$ cat src/fbfla_pkg.sv
// ----------------------------------------------------------------------------
// Free-list allocator package
// Shared types, sizes and codes for the fixed-size block free-list allocator.
// ----------------------------------------------------------------------------
package fbfla_pkg;

  // Pool geometry
  localparam int Units     = 64;
  localparam int UnitBytes = 16;

  // Field widths
  localparam int IdxW = $clog2(Units);
  localparam int CntW = $clog2(Units + 1);
  localparam int ReqW = 16;

  // Operation codes
  localparam logic OpAlloc = 1'b0;
  localparam logic OpFree  = 1'b1;

  // Status codes
  localparam logic StatusOk      = 1'b0;
  localparam logic StatusRefused = 1'b1;

  typedef struct packed {
    logic            opcode;
    logic [ReqW-1:0] request_bytes;
    logic [IdxW-1:0] free_index;
  } req_t;

  typedef struct packed {
    logic            status;
    logic [IdxW-1:0] unit_index;
    logic [CntW-1:0] units_free;
  } rsp_t;

endpackage

$ cat src/fixed_block_free_list_allocator_core.sv
// ----------------------------------------------------------------------------
// Fixed-size block free-list allocator core
// Pops and pushes unit indices on a linked free list held in a link memory.
// ----------------------------------------------------------------------------
// A pool of equal-size units is kept as a singly linked free list. An allocate
// transaction pops the head unit and returns its index, or is refused when the
// requested byte count exceeds the free units times UNIT_BYTES or the list is
// empty. A free transaction pushes the given unit back onto the head; double
// frees are not detected. Every request gives exactly one response carrying
// the status, the allocated index (zero on refusal and on free) and the
// number of free units left. One request is processed at a time: it is taken
// in the idle state, which also reads the link memory at the current head,
// and the following lookup cycle uses the returned next pointer to update the
// list and load the response register. The response is offered from the
// cycle after the lookup and waits in that register until taken; the block
// is ready again meanwhile, so with the response side taking at once the
// next request is taken once the lookup has returned to the idle state. A
// lookup whose response register is still full holds until the waiting
// response is taken. The link memory needs no clearing pass after reset: a
// valid bit per entry marks entries written since reset, and an unwritten
// entry reads as its reset link, the following unit (the last one links to
// null).
// ----------------------------------------------------------------------------
module fixed_block_free_list_allocator_core #(
  parameter int UNIT_BYTES = fbfla_pkg::UnitBytes
) (
  input  logic            clk_i,
  input  logic            rst_ni,
  input  logic            in_valid_i,
  output logic            in_ready_o,
  input  fbfla_pkg::req_t in_req_i,
  output logic            out_valid_o,
  input  logic            out_ready_i,
  output fbfla_pkg::rsp_t out_rsp_o
);
  import fbfla_pkg::*;

  // Width of the byte limit and of the size comparison
  localparam int LimW = CntW + $clog2(UNIT_BYTES + 1);
  localparam int CmpW = (LimW > ReqW) ? LimW : ReqW;

  // Null link: one past the last unit
  localparam logic [CntW-1:0] NullLink = CntW'(Units);
  localparam logic [CntW-1:0] FullCnt  = CntW'(Units);

  // Sequencer states
  localparam logic [1:0] StIdle = 2'd0;  // ready for a request
  localparam logic [1:0] StLook = 2'd1;  // link memory data available, update

  logic [1:0]      state_q, state_d;
  logic [CntW-1:0] head_q, head_d;
  logic [CntW-1:0] count_q, count_d;
  logic            out_valid_q, out_valid_d;
  req_t            req_q;
  rsp_t            rsp_q, rsp_d;

  // Link memory with a valid bit per entry
  logic [CntW-1:0] link_mem_q [Units];
  logic [Units-1:0] link_vld_q;
  logic [CntW-1:0] rd_data_q;
  logic            rd_vld_q;
  logic            mem_we;
  logic [IdxW-1:0] mem_waddr;

  logic            in_accept;
  logic            out_accept;
  logic [LimW-1:0] limit;
  logic            too_big;
  logic            head_null;
  logic            idx_in_range;
  logic [CntW-1:0] link_fall;
  logic [CntW-1:0] next_head;

  assign in_accept  = in_valid_i & in_ready_o;
  assign out_accept = out_valid_o & out_ready_i;
  assign in_ready_o  = (state_q == StIdle);
  assign out_valid_o = out_valid_q;
  assign out_rsp_o   = rsp_q;

  // Compare unit: requested bytes against free units times unit size
  assign limit     = LimW'(count_q) * LimW'(UNIT_BYTES);
  assign too_big   = CmpW'(req_q.request_bytes) > CmpW'(limit);
  assign head_null = (head_q == NullLink);
  assign idx_in_range = {1'b0, req_q.free_index} < FullCnt;

  // An unwritten entry links to the following unit
  assign link_fall = head_q + CntW'(1);
  assign next_head = rd_vld_q ? rd_data_q : link_fall;

  // Sequencer and update of the list state
  always_comb begin
    state_d     = state_q;
    head_d      = head_q;
    count_d     = count_q;
    rsp_d       = rsp_q;
    out_valid_d = out_valid_q;
    mem_we      = 1'b0;
    mem_waddr   = req_q.free_index;
    // Drop the response once the transaction is taken
    if (out_accept) begin
      out_valid_d = 1'b0;
    end
    unique case (state_q)
      StIdle: begin
        if (in_accept) begin
          state_d = StLook;
        end
      end
      StLook: begin
        // Hold while the previous response still waits in the register
        if (!out_valid_q || out_ready_i) begin
          rsp_d.status     = StatusOk;
          rsp_d.unit_index = '0;
          if (req_q.opcode == OpAlloc) begin
            if (too_big || head_null) begin
              // Refuse: leave the list untouched
              rsp_d.status = StatusRefused;
            end else begin
              // Pop the head unit
              rsp_d.unit_index = head_q[IdxW-1:0];
              head_d = next_head;
              if (count_q != '0) begin
                count_d = count_q - CntW'(1);
              end
            end
          end else if (idx_in_range) begin
            // Push the returned unit onto the head
            mem_we = 1'b1;
            head_d = {1'b0, req_q.free_index};
            if (count_q < FullCnt) begin
              count_d = count_q + CntW'(1);
            end
          end
          rsp_d.units_free = count_d;
          out_valid_d = 1'b1;
          state_d = StIdle;
        end
      end
      default: begin
        state_d = StIdle;
      end
    endcase
  end

  // Control state
  always_ff @(posedge clk_i or negedge rst_ni) begin
    if (!rst_ni) begin
      state_q     <= StIdle;
      head_q      <= '0;
      count_q     <= FullCnt;
      out_valid_q <= 1'b0;
      link_vld_q  <= '0;
      rd_vld_q    <= 1'b0;
    end else begin
      state_q     <= state_d;
      head_q      <= head_d;
      count_q     <= count_d;
      out_valid_q <= out_valid_d;
      if (mem_we) begin
        link_vld_q[mem_waddr] <= 1'b1;
      end
      if (in_accept) begin
        rd_vld_q <= link_vld_q[head_q[IdxW-1:0]];
      end
    end
  end

  // Payload registers
  always_ff @(posedge clk_i) begin
    if (in_accept) begin
      req_q <= in_req_i;
    end
    rsp_q <= rsp_d;
  end

  // Link memory: one write port, one registered read port
  always_ff @(posedge clk_i) begin
    if (mem_we) begin
      link_mem_q[mem_waddr] <= head_q;
    end
    if (in_accept) begin
      rd_data_q <= link_mem_q[head_q[IdxW-1:0]];
    end
  end

  // Free count never passes the pool size
  assert property (@(posedge clk_i) disable iff (!rst_ni) count_q <= FullCnt)
    else $error("free count exceeds pool size");

  // An accepted request blocks the input for the lookup step
  assert property (@(posedge clk_i) disable iff (!rst_ni)
    in_accept |=> !in_ready_o)
    else $error("request not held in the lookup step");

  // A waiting response stays offered and unchanged until taken
  assert property (@(posedge clk_i) disable iff (!rst_ni)
    (out_valid_o && !out_ready_i) |=> (out_valid_o && $stable(out_rsp_o)))
    else $error("waiting response dropped or changed");

  // A refused allocation carries a zero index
  assert property (@(posedge clk_i) disable iff (!rst_ni)
    (out_valid_o && (out_rsp_o.status == StatusRefused)) |-> (out_rsp_o.unit_index == '0))
    else $error("refused allocation with non-zero index");

endmodule
$ cat config.mk
export PLATFORM = sky130hd
export DESIGN_NAME = fixed_block_free_list_allocator_core
export DESIGN_NICKNAME = d
export VERILOG_FILES = /design/src/fbfla_pkg.sv /design/src/fixed_block_free_list_allocator_core.sv
export SDC_FILE = /design/constraint.sdc
export NUM_CORES = 1
export LEC_CHECK = 0
export BUFFER_PORTS_ARGS = -buffer_cell sky130_fd_sc_hd__buf_2
export CORE_AREA = 2 2 258 260
export CTS_BUF_LIST = sky130_fd_sc_hd__clkbuf_8
export CTS_CLUSTER_DIAMETER = 60
export CTS_CLUSTER_SIZE = 14
export DETAILED_ROUTE_END_ITERATION = 10
export DIE_AREA = 0 0 260 262
export GPL_TIMING_DRIVEN = 0
export PLACE_DENSITY = 0.52
export SLEW_MARGIN = 20
export SYNTH_ARGS = -nofsm -noshare
export SYNTH_HDL_FRONTEND = slang
export SYNTH_SLANG_ARGS = --single-unit
$ cat constraint.sdc
create_clock -name clk_i -period 3.6 [get_ports clk_i]
set_input_delay 0 -clock clk_i [delete_from_list [all_inputs] [get_ports clk_i]]
set_output_delay 0 -clock clk_i [all_outputs]
set_load 0.01 [all_outputs]
Yosys cells after proc, flatten, opt, wreduce, memory -nomap -nowiden
Memory sizes are Yosys's and may differ from the RTL's. A register that Yosys moved wholly into a read port is not among the register bits.
Cells that the tools add are included.
- bitwise operators: 3
- equality and inequality tests: 5
- reduce and logical (&&, ||, !) cells: 10
- add/sub/neg operators: 3
- multiplexer cells: 23
- order comparisons: 5
- operator list (operator ; number):
    64-bit bitwise OR ; 1
    7-bit 2-to-1 mux ; 7
    16-bit by 11-bit > comparator with 1-bit output ; 1
    7-bit by 1-bit adder with 7-bit output (second input constant) ; 2
    6-bit by 7-bit < comparator with 1-bit output (second input constant) ; 2
    1-bit 2-to-1 mux ; 11
    7-bit equality test (second input constant) ; 1
    7-bit < comparator (second input constant) ; 1
    7-bit nonzero test ; 1
    7-bit by 1-bit subtractor with 7-bit output (second input constant) ; 1
    1-bit binary-select mux with 6-bit select ; 1
    1-bit demux with 6-bit select ; 1
    6-bit by 1-bit greater-or-equal comparator with 1-bit output (second input constant) ; 1
    2-bit 2-to-1 mux ; 2
    2-bit inequality test (second input constant) ; 2
    2-bit case mux with 2 select lines ; 1
    2-bit AND reduction ; 2
    3-bit AND reduction ; 1
    1-bit AND ; 2
    2-bit by 1-bit equality test with 1-bit output (second input constant) ; 1
    2-bit zero test ; 1
    1-bit logical OR ; 2
    2-bit by 1-bit inequality test with 1-bit output (second input constant) ; 1
    2-bit OR reduction ; 1
    2 further kinds ; 2
- bits of input ports: 27
- memories: 1
- word-level logic and storage cells: 62
- register bits: 119
- bits in writable memories: 448
- output and inout bits: 16
- memory list (name ; words ; width ; rd ports ; clocked after Yosys merged registers in ; wr ports ; RTL line ; RTL):
    link_mem_q ; 64 ; 7 ; 1 ; 1 ; 1 ; fixed_block_free_list_allocator_core.sv:58 ; logic [CntW-1:0] link_mem_q [Units];

Longest topological paths before layout
- depth in word-level cells: 6
- gate-level depth with buffers: 11
- depth with buffers taken out: 9

Worst setup path after synthesis
No wires, ideal clock.
- path type: reg2reg
- start point: reg head_q[1]
- end point: reg head_q[2]
- slack: 0.081 ns
- cell stages (with the launch flop): 11
- data required time: 3.475 ns
- arrival: 3.394 ns
- buffers on the path: 3
- clock period less this slack: 3.519 ns
- library setup time: 0.125 ns
- path through: dfrtp_1 -> buf_2 -> buf_2 -> buf_1 -> inv_1 -> ha_1 -> nor4bb_1 -> a21oi_1 -> a21bo_2 -> a21oi_2 -> mux2_2
- longest elaborated chain between the ends: 4
- elaborated cells between the ends (all ways): 8
- classes of those cells: add/sub (1); eq/ne (2); mux (3); reduce/logical (2)
- ends and longest elaborated chain (element ; RTL line ; RTL):
    start: declaration ; fixed_block_free_list_allocator_core.sv:51 ; logic [CntW-1:0] head_q, head_d;
    start signal: assignment ; fixed_block_free_list_allocator_core.sv:149 ; head_q <= '0;
    start signal: assignment ; fixed_block_free_list_allocator_core.sv:156 ; head_q <= head_d;
    7-bit by 1-bit adder with 7-bit output or 7-bit equality test (tied branches) ; fixed_block_free_list_allocator_core.sv:87, fixed_block_free_list_allocator_core.sv:83 ;
    7-bit 2-to-1 mux or 1-bit logical OR (tied branches) ; fixed_block_free_list_allocator_core.sv:88, fixed_block_free_list_allocator_core.sv:115 ;
    7-bit 2-to-1 mux or 2-bit inequality test (tied branches) ; -- ;
    7-bit 2-to-1 mux or 3-bit AND reduction (tied branches) ; -- ;
Several ways; a longest one is shown, not always the timed one. The select of a mux whose other input is x is not followed.
A chain may end at the register's enable or synchronous reset.

==> results.md <==
- CTS tree: done
- WP data required: 4.01 ns
- R2r endpoint: rd_data_q[4]
- Critical path arrival: about 3.8 ns
- RSZ-0062 raised after global routing: no
- Critical-path top delay cell: dfrtp_2
- Mux cell area share after synthesis: between 15 and 20%
- Worst-Margin Slew: approximately 1.1 ns
- Routed wire length: 56700 um
- DRC: 0
- Vias per cell: 5.21
- Slowest stage delay, CP: 0.78 ns
- Most common cell after layout, fill and taps aside: edfxtp_1
- Overflow after GRT: 0
- Final Hold Fails: 0
- Syn Inst Count: 1158
- Crit start category: register
- Clk pin slew, worst setup/hold paths: around 0.090 ns
- Yosys cell types: 54
- First-pass GRT wire length: 82800 um
- Crit path capture type: register
- Net Sw Frac: between 30% and 40%
- Status: complete, no violations
- Compound-Gate Fraction of Synth Area: 2.26%
- Final Skew: between 0.05 and 0.06 ns
- Largest family of logic cells by synthesized area: multiplexers
- H-tree Lvls: 2
- Register area: around 17000 um2
- HP Class: in2reg
- Hold Crit Start: in_req_i[3]
- Clock power frac: around a fifth
- Post-Synthesis Cell Area: ~23000 um2
- Final HPWL DP: 35800 um
- Post-layout minimum cycle time: 3.40 ns
- Post-route ant nets: 0
- Total CTS buffers: 49
- Asr flop ratio synth: approximately 14%
- Total GRT Usage: between 10% and 20%
- Synth Area in Adders: 0.660%
- Commonest cells after routing, fill and taps aside: edfxtp_1 (492), mux4_2 (158), nor2_1 (89), dfrtp_1 (73), or2_2 (64)
- Fmax: 294 MHz
- DIE HEIGHT: 262 um
- Synth Warn #: 0
- Critical path, cell by cell: buf_12, buf_2, clkdlybuf4s15_2, mux4_2, a22oi_1, nand2_1
- PortBufs: 42
- R2R setup slack: 0.20 ns
- Area of the multi-input gates: around 5600 um2
- Initial antenna violation count: 1
- CTS Buffer Depth: 3
- IR drop worst, VDD: approximately 380 uV
- CP Max Fanout: 33
- Seq cells post-synth: approximately 570
- Root buf cell: clkbuf_8
- Vias in the first global route: 11885
- Reg2Reg Depth: 6
- Area of the die: 68100 um2
- RePlAce Congestion: 0.864
- TritonRoute pass-1 iters: 5
- # IOs: 43
- Fillers: 5910
- Starting Density: 34.8%
- Largest net degree at the start of global routing: 70
- CP Buf/Inv Count: 3
- Internal power: 12.6 mW
- Drt wl/cell: about 26 um
- Synth Area in XOR/XNOR: 0.231%
- RR Startpoint: head_q[3]
- Sequential share of power: 48.6%
- Synth Flop Type: edfxtp_1
- Skew-Pair Late Insertion Delay: 0.70 ns
- Hold Slack: 0.0620 ns
- Final period util: 94.4%
- Layout cell share with drive strength beyond 1: about 29%
- Sequential share of the synthesized area: about 74%
- Mapped Nets: ~1200
- Hold Path Sink: mem_waddr[3]
- Cell Rows: 94
- WS Path Type: reg2reg
- Hold path cells: 2
- EDFF count, synth: 492
- Max Cap Viol: 0
- Top delay family on crit path: buffers and inverters
- N_diodes: 0
- Core area: 65300 um2
- Initial detailed-routing violation count: 982
- P_sw: about 6.3 mW
- DIE WIDTH: ~260 um
- Synth Area per Inst: a little under 20 um2
- Gate power share: 31.9%
- Rel. slew slack: roughly 28%
- Nets: about 1300
- Pwr Density: 741 nW/um2
- Simple logic cell fraction of the synthesized area: 5.41%
- Vias: 11423
- Max-slew violation count: 0
- Clock sinks: 573
- Synth-to-layout area growth: 12.1%
- Final cell utilization of the core: 39.1%
- Leakage: 8.64 nW
- Final setup fails: 0
[logic make-up (layout without fill, tap and decap cells)]
group / count (synthesis) / in the layout
fa+ha+maj: 12 / 12
mux: 167 / 167
xor+xnor: 6 / 6
compound gates: 77 / 77
flops: 573 / 573
simple gates: 250 / 250
buf+inv: 73 / 242
[worst max path at each step]
stage | from | end | slack (ns) | cells past startpoint
final | head_q[3] | rd_data_q[4] | 0.20 | 6
after global routing | head_q[3] | rd_data_q[0] | 0.02 | 6
after CTS | head_q[1] | rd_data_q[1] | 0.01 | 7
after detailed placement | head_q[1] | out_rsp_o[6] | -0.97 | 10
after global placement | head_q[1] | out_rsp_o[6] | -2.05 | 10
after floorplan | head_q[1] | head_q[2] | 0.08 | 10
[power groups by stage]
stage | registers, mW | clock network (mW) | logic, mW
after floorplan | 9.19 | 0 | 3.60
after detailed placement | 9.50 | 0 | 5.69
after global placement | 9.68 | 0 | 5.37
final | 9.19 | 3.67 | 6.04
after global routing | 9.28 | 4.03 | 6.39
after CTS | 9.21 | 3.81 | 6.08
[repair_timing]
item                                    in CTS  in global routing
buffers inserted                             4                  3
hold buffers                                28                  0
gates resized for setup                     17                 19
hold endpoints to repair                   107                  0
endpoints found under the setup margin      35                 23
[metrics by stage]
stage	area (um2)	setup TNS [ns]	instances	setup slack, ns	total power [mW]
finish	25500	0	2191	0.200	18.9
floorplan	22700	0	1158	0.0808	12.8
CTS	25500	0	2189	0.0127	19.1
global route	25500	0	2191	0.0174	19.7
global placement	24000	-65.37	2064	-2.05	15.1
detailed placement	24100	-25.73	2068	-0.973	15.2
[per-layer routing]
metal | track usage (%) | routed length (um)
met3 | 3.49 | 3670
met5 | 0 | 0
met4 | 4.28 | 1210
met2 | 27.5 | 26700
met1 | 23.7 | 25100
[flip-flops by register name (all words and copies together), names as in the netlist, 6 cells and up]
signal,count
link_vld_q,64
link_mem_q,448
req_q,17
count_q,7
out_rsp_o,14
head_q,7
rd_data_q,7
mem_waddr,6
[Yosys cell counts, drive strengths merged, types with 2 or more instances]
master   count  area share, %
edfxtp     492             65
mux4       158             16
nor2        91            1.5
dfrtp       80            8.8
or2         64            1.8
nand2       39           0.64
buf         31           0.76
clkbuf      28           0.46
o21ai       18           0.40
a21oi       17           0.39
nand3       16           0.35
a22oi       14           0.46
ha          12           0.66
inv         12           0.20
o211ai       9           0.30
and3         7           0.19
nand4        7           0.19
nor3         6           0.13
mux2         5           0.25
nand3b       5           0.17
nor2b        5           0.14
mux2i        4           0.18
o31ai        3          0.099
xnor2        3           0.12
xor2         3           0.12
a2111oi      2          0.077
clkinv       2          0.033
nor4         2          0.055
o31a         2          0.077
[worst register-to-register path: cells and delay by family (launching register included)]
kind	cells	cell delay, ns
buf+inv	3	1.29
mux	1	0.63
flops	1	0.78
compound gates	1	0.35
simple gates	1	0.10
[layout make-up]
class                           instances  area share [%]
Buffer                                 57            1.15
Clock buffer                           50            2.70
Clock inverter                         40           0.932
Tap cell                              864            4.24
Sequential cell                       573            66.0
Inverter                               14           0.206
Multi-Input combinational cell        512            22.0
Timing Repair Buffer                   81            2.75
No activity file was read; power rests on OpenSTA's default activity.
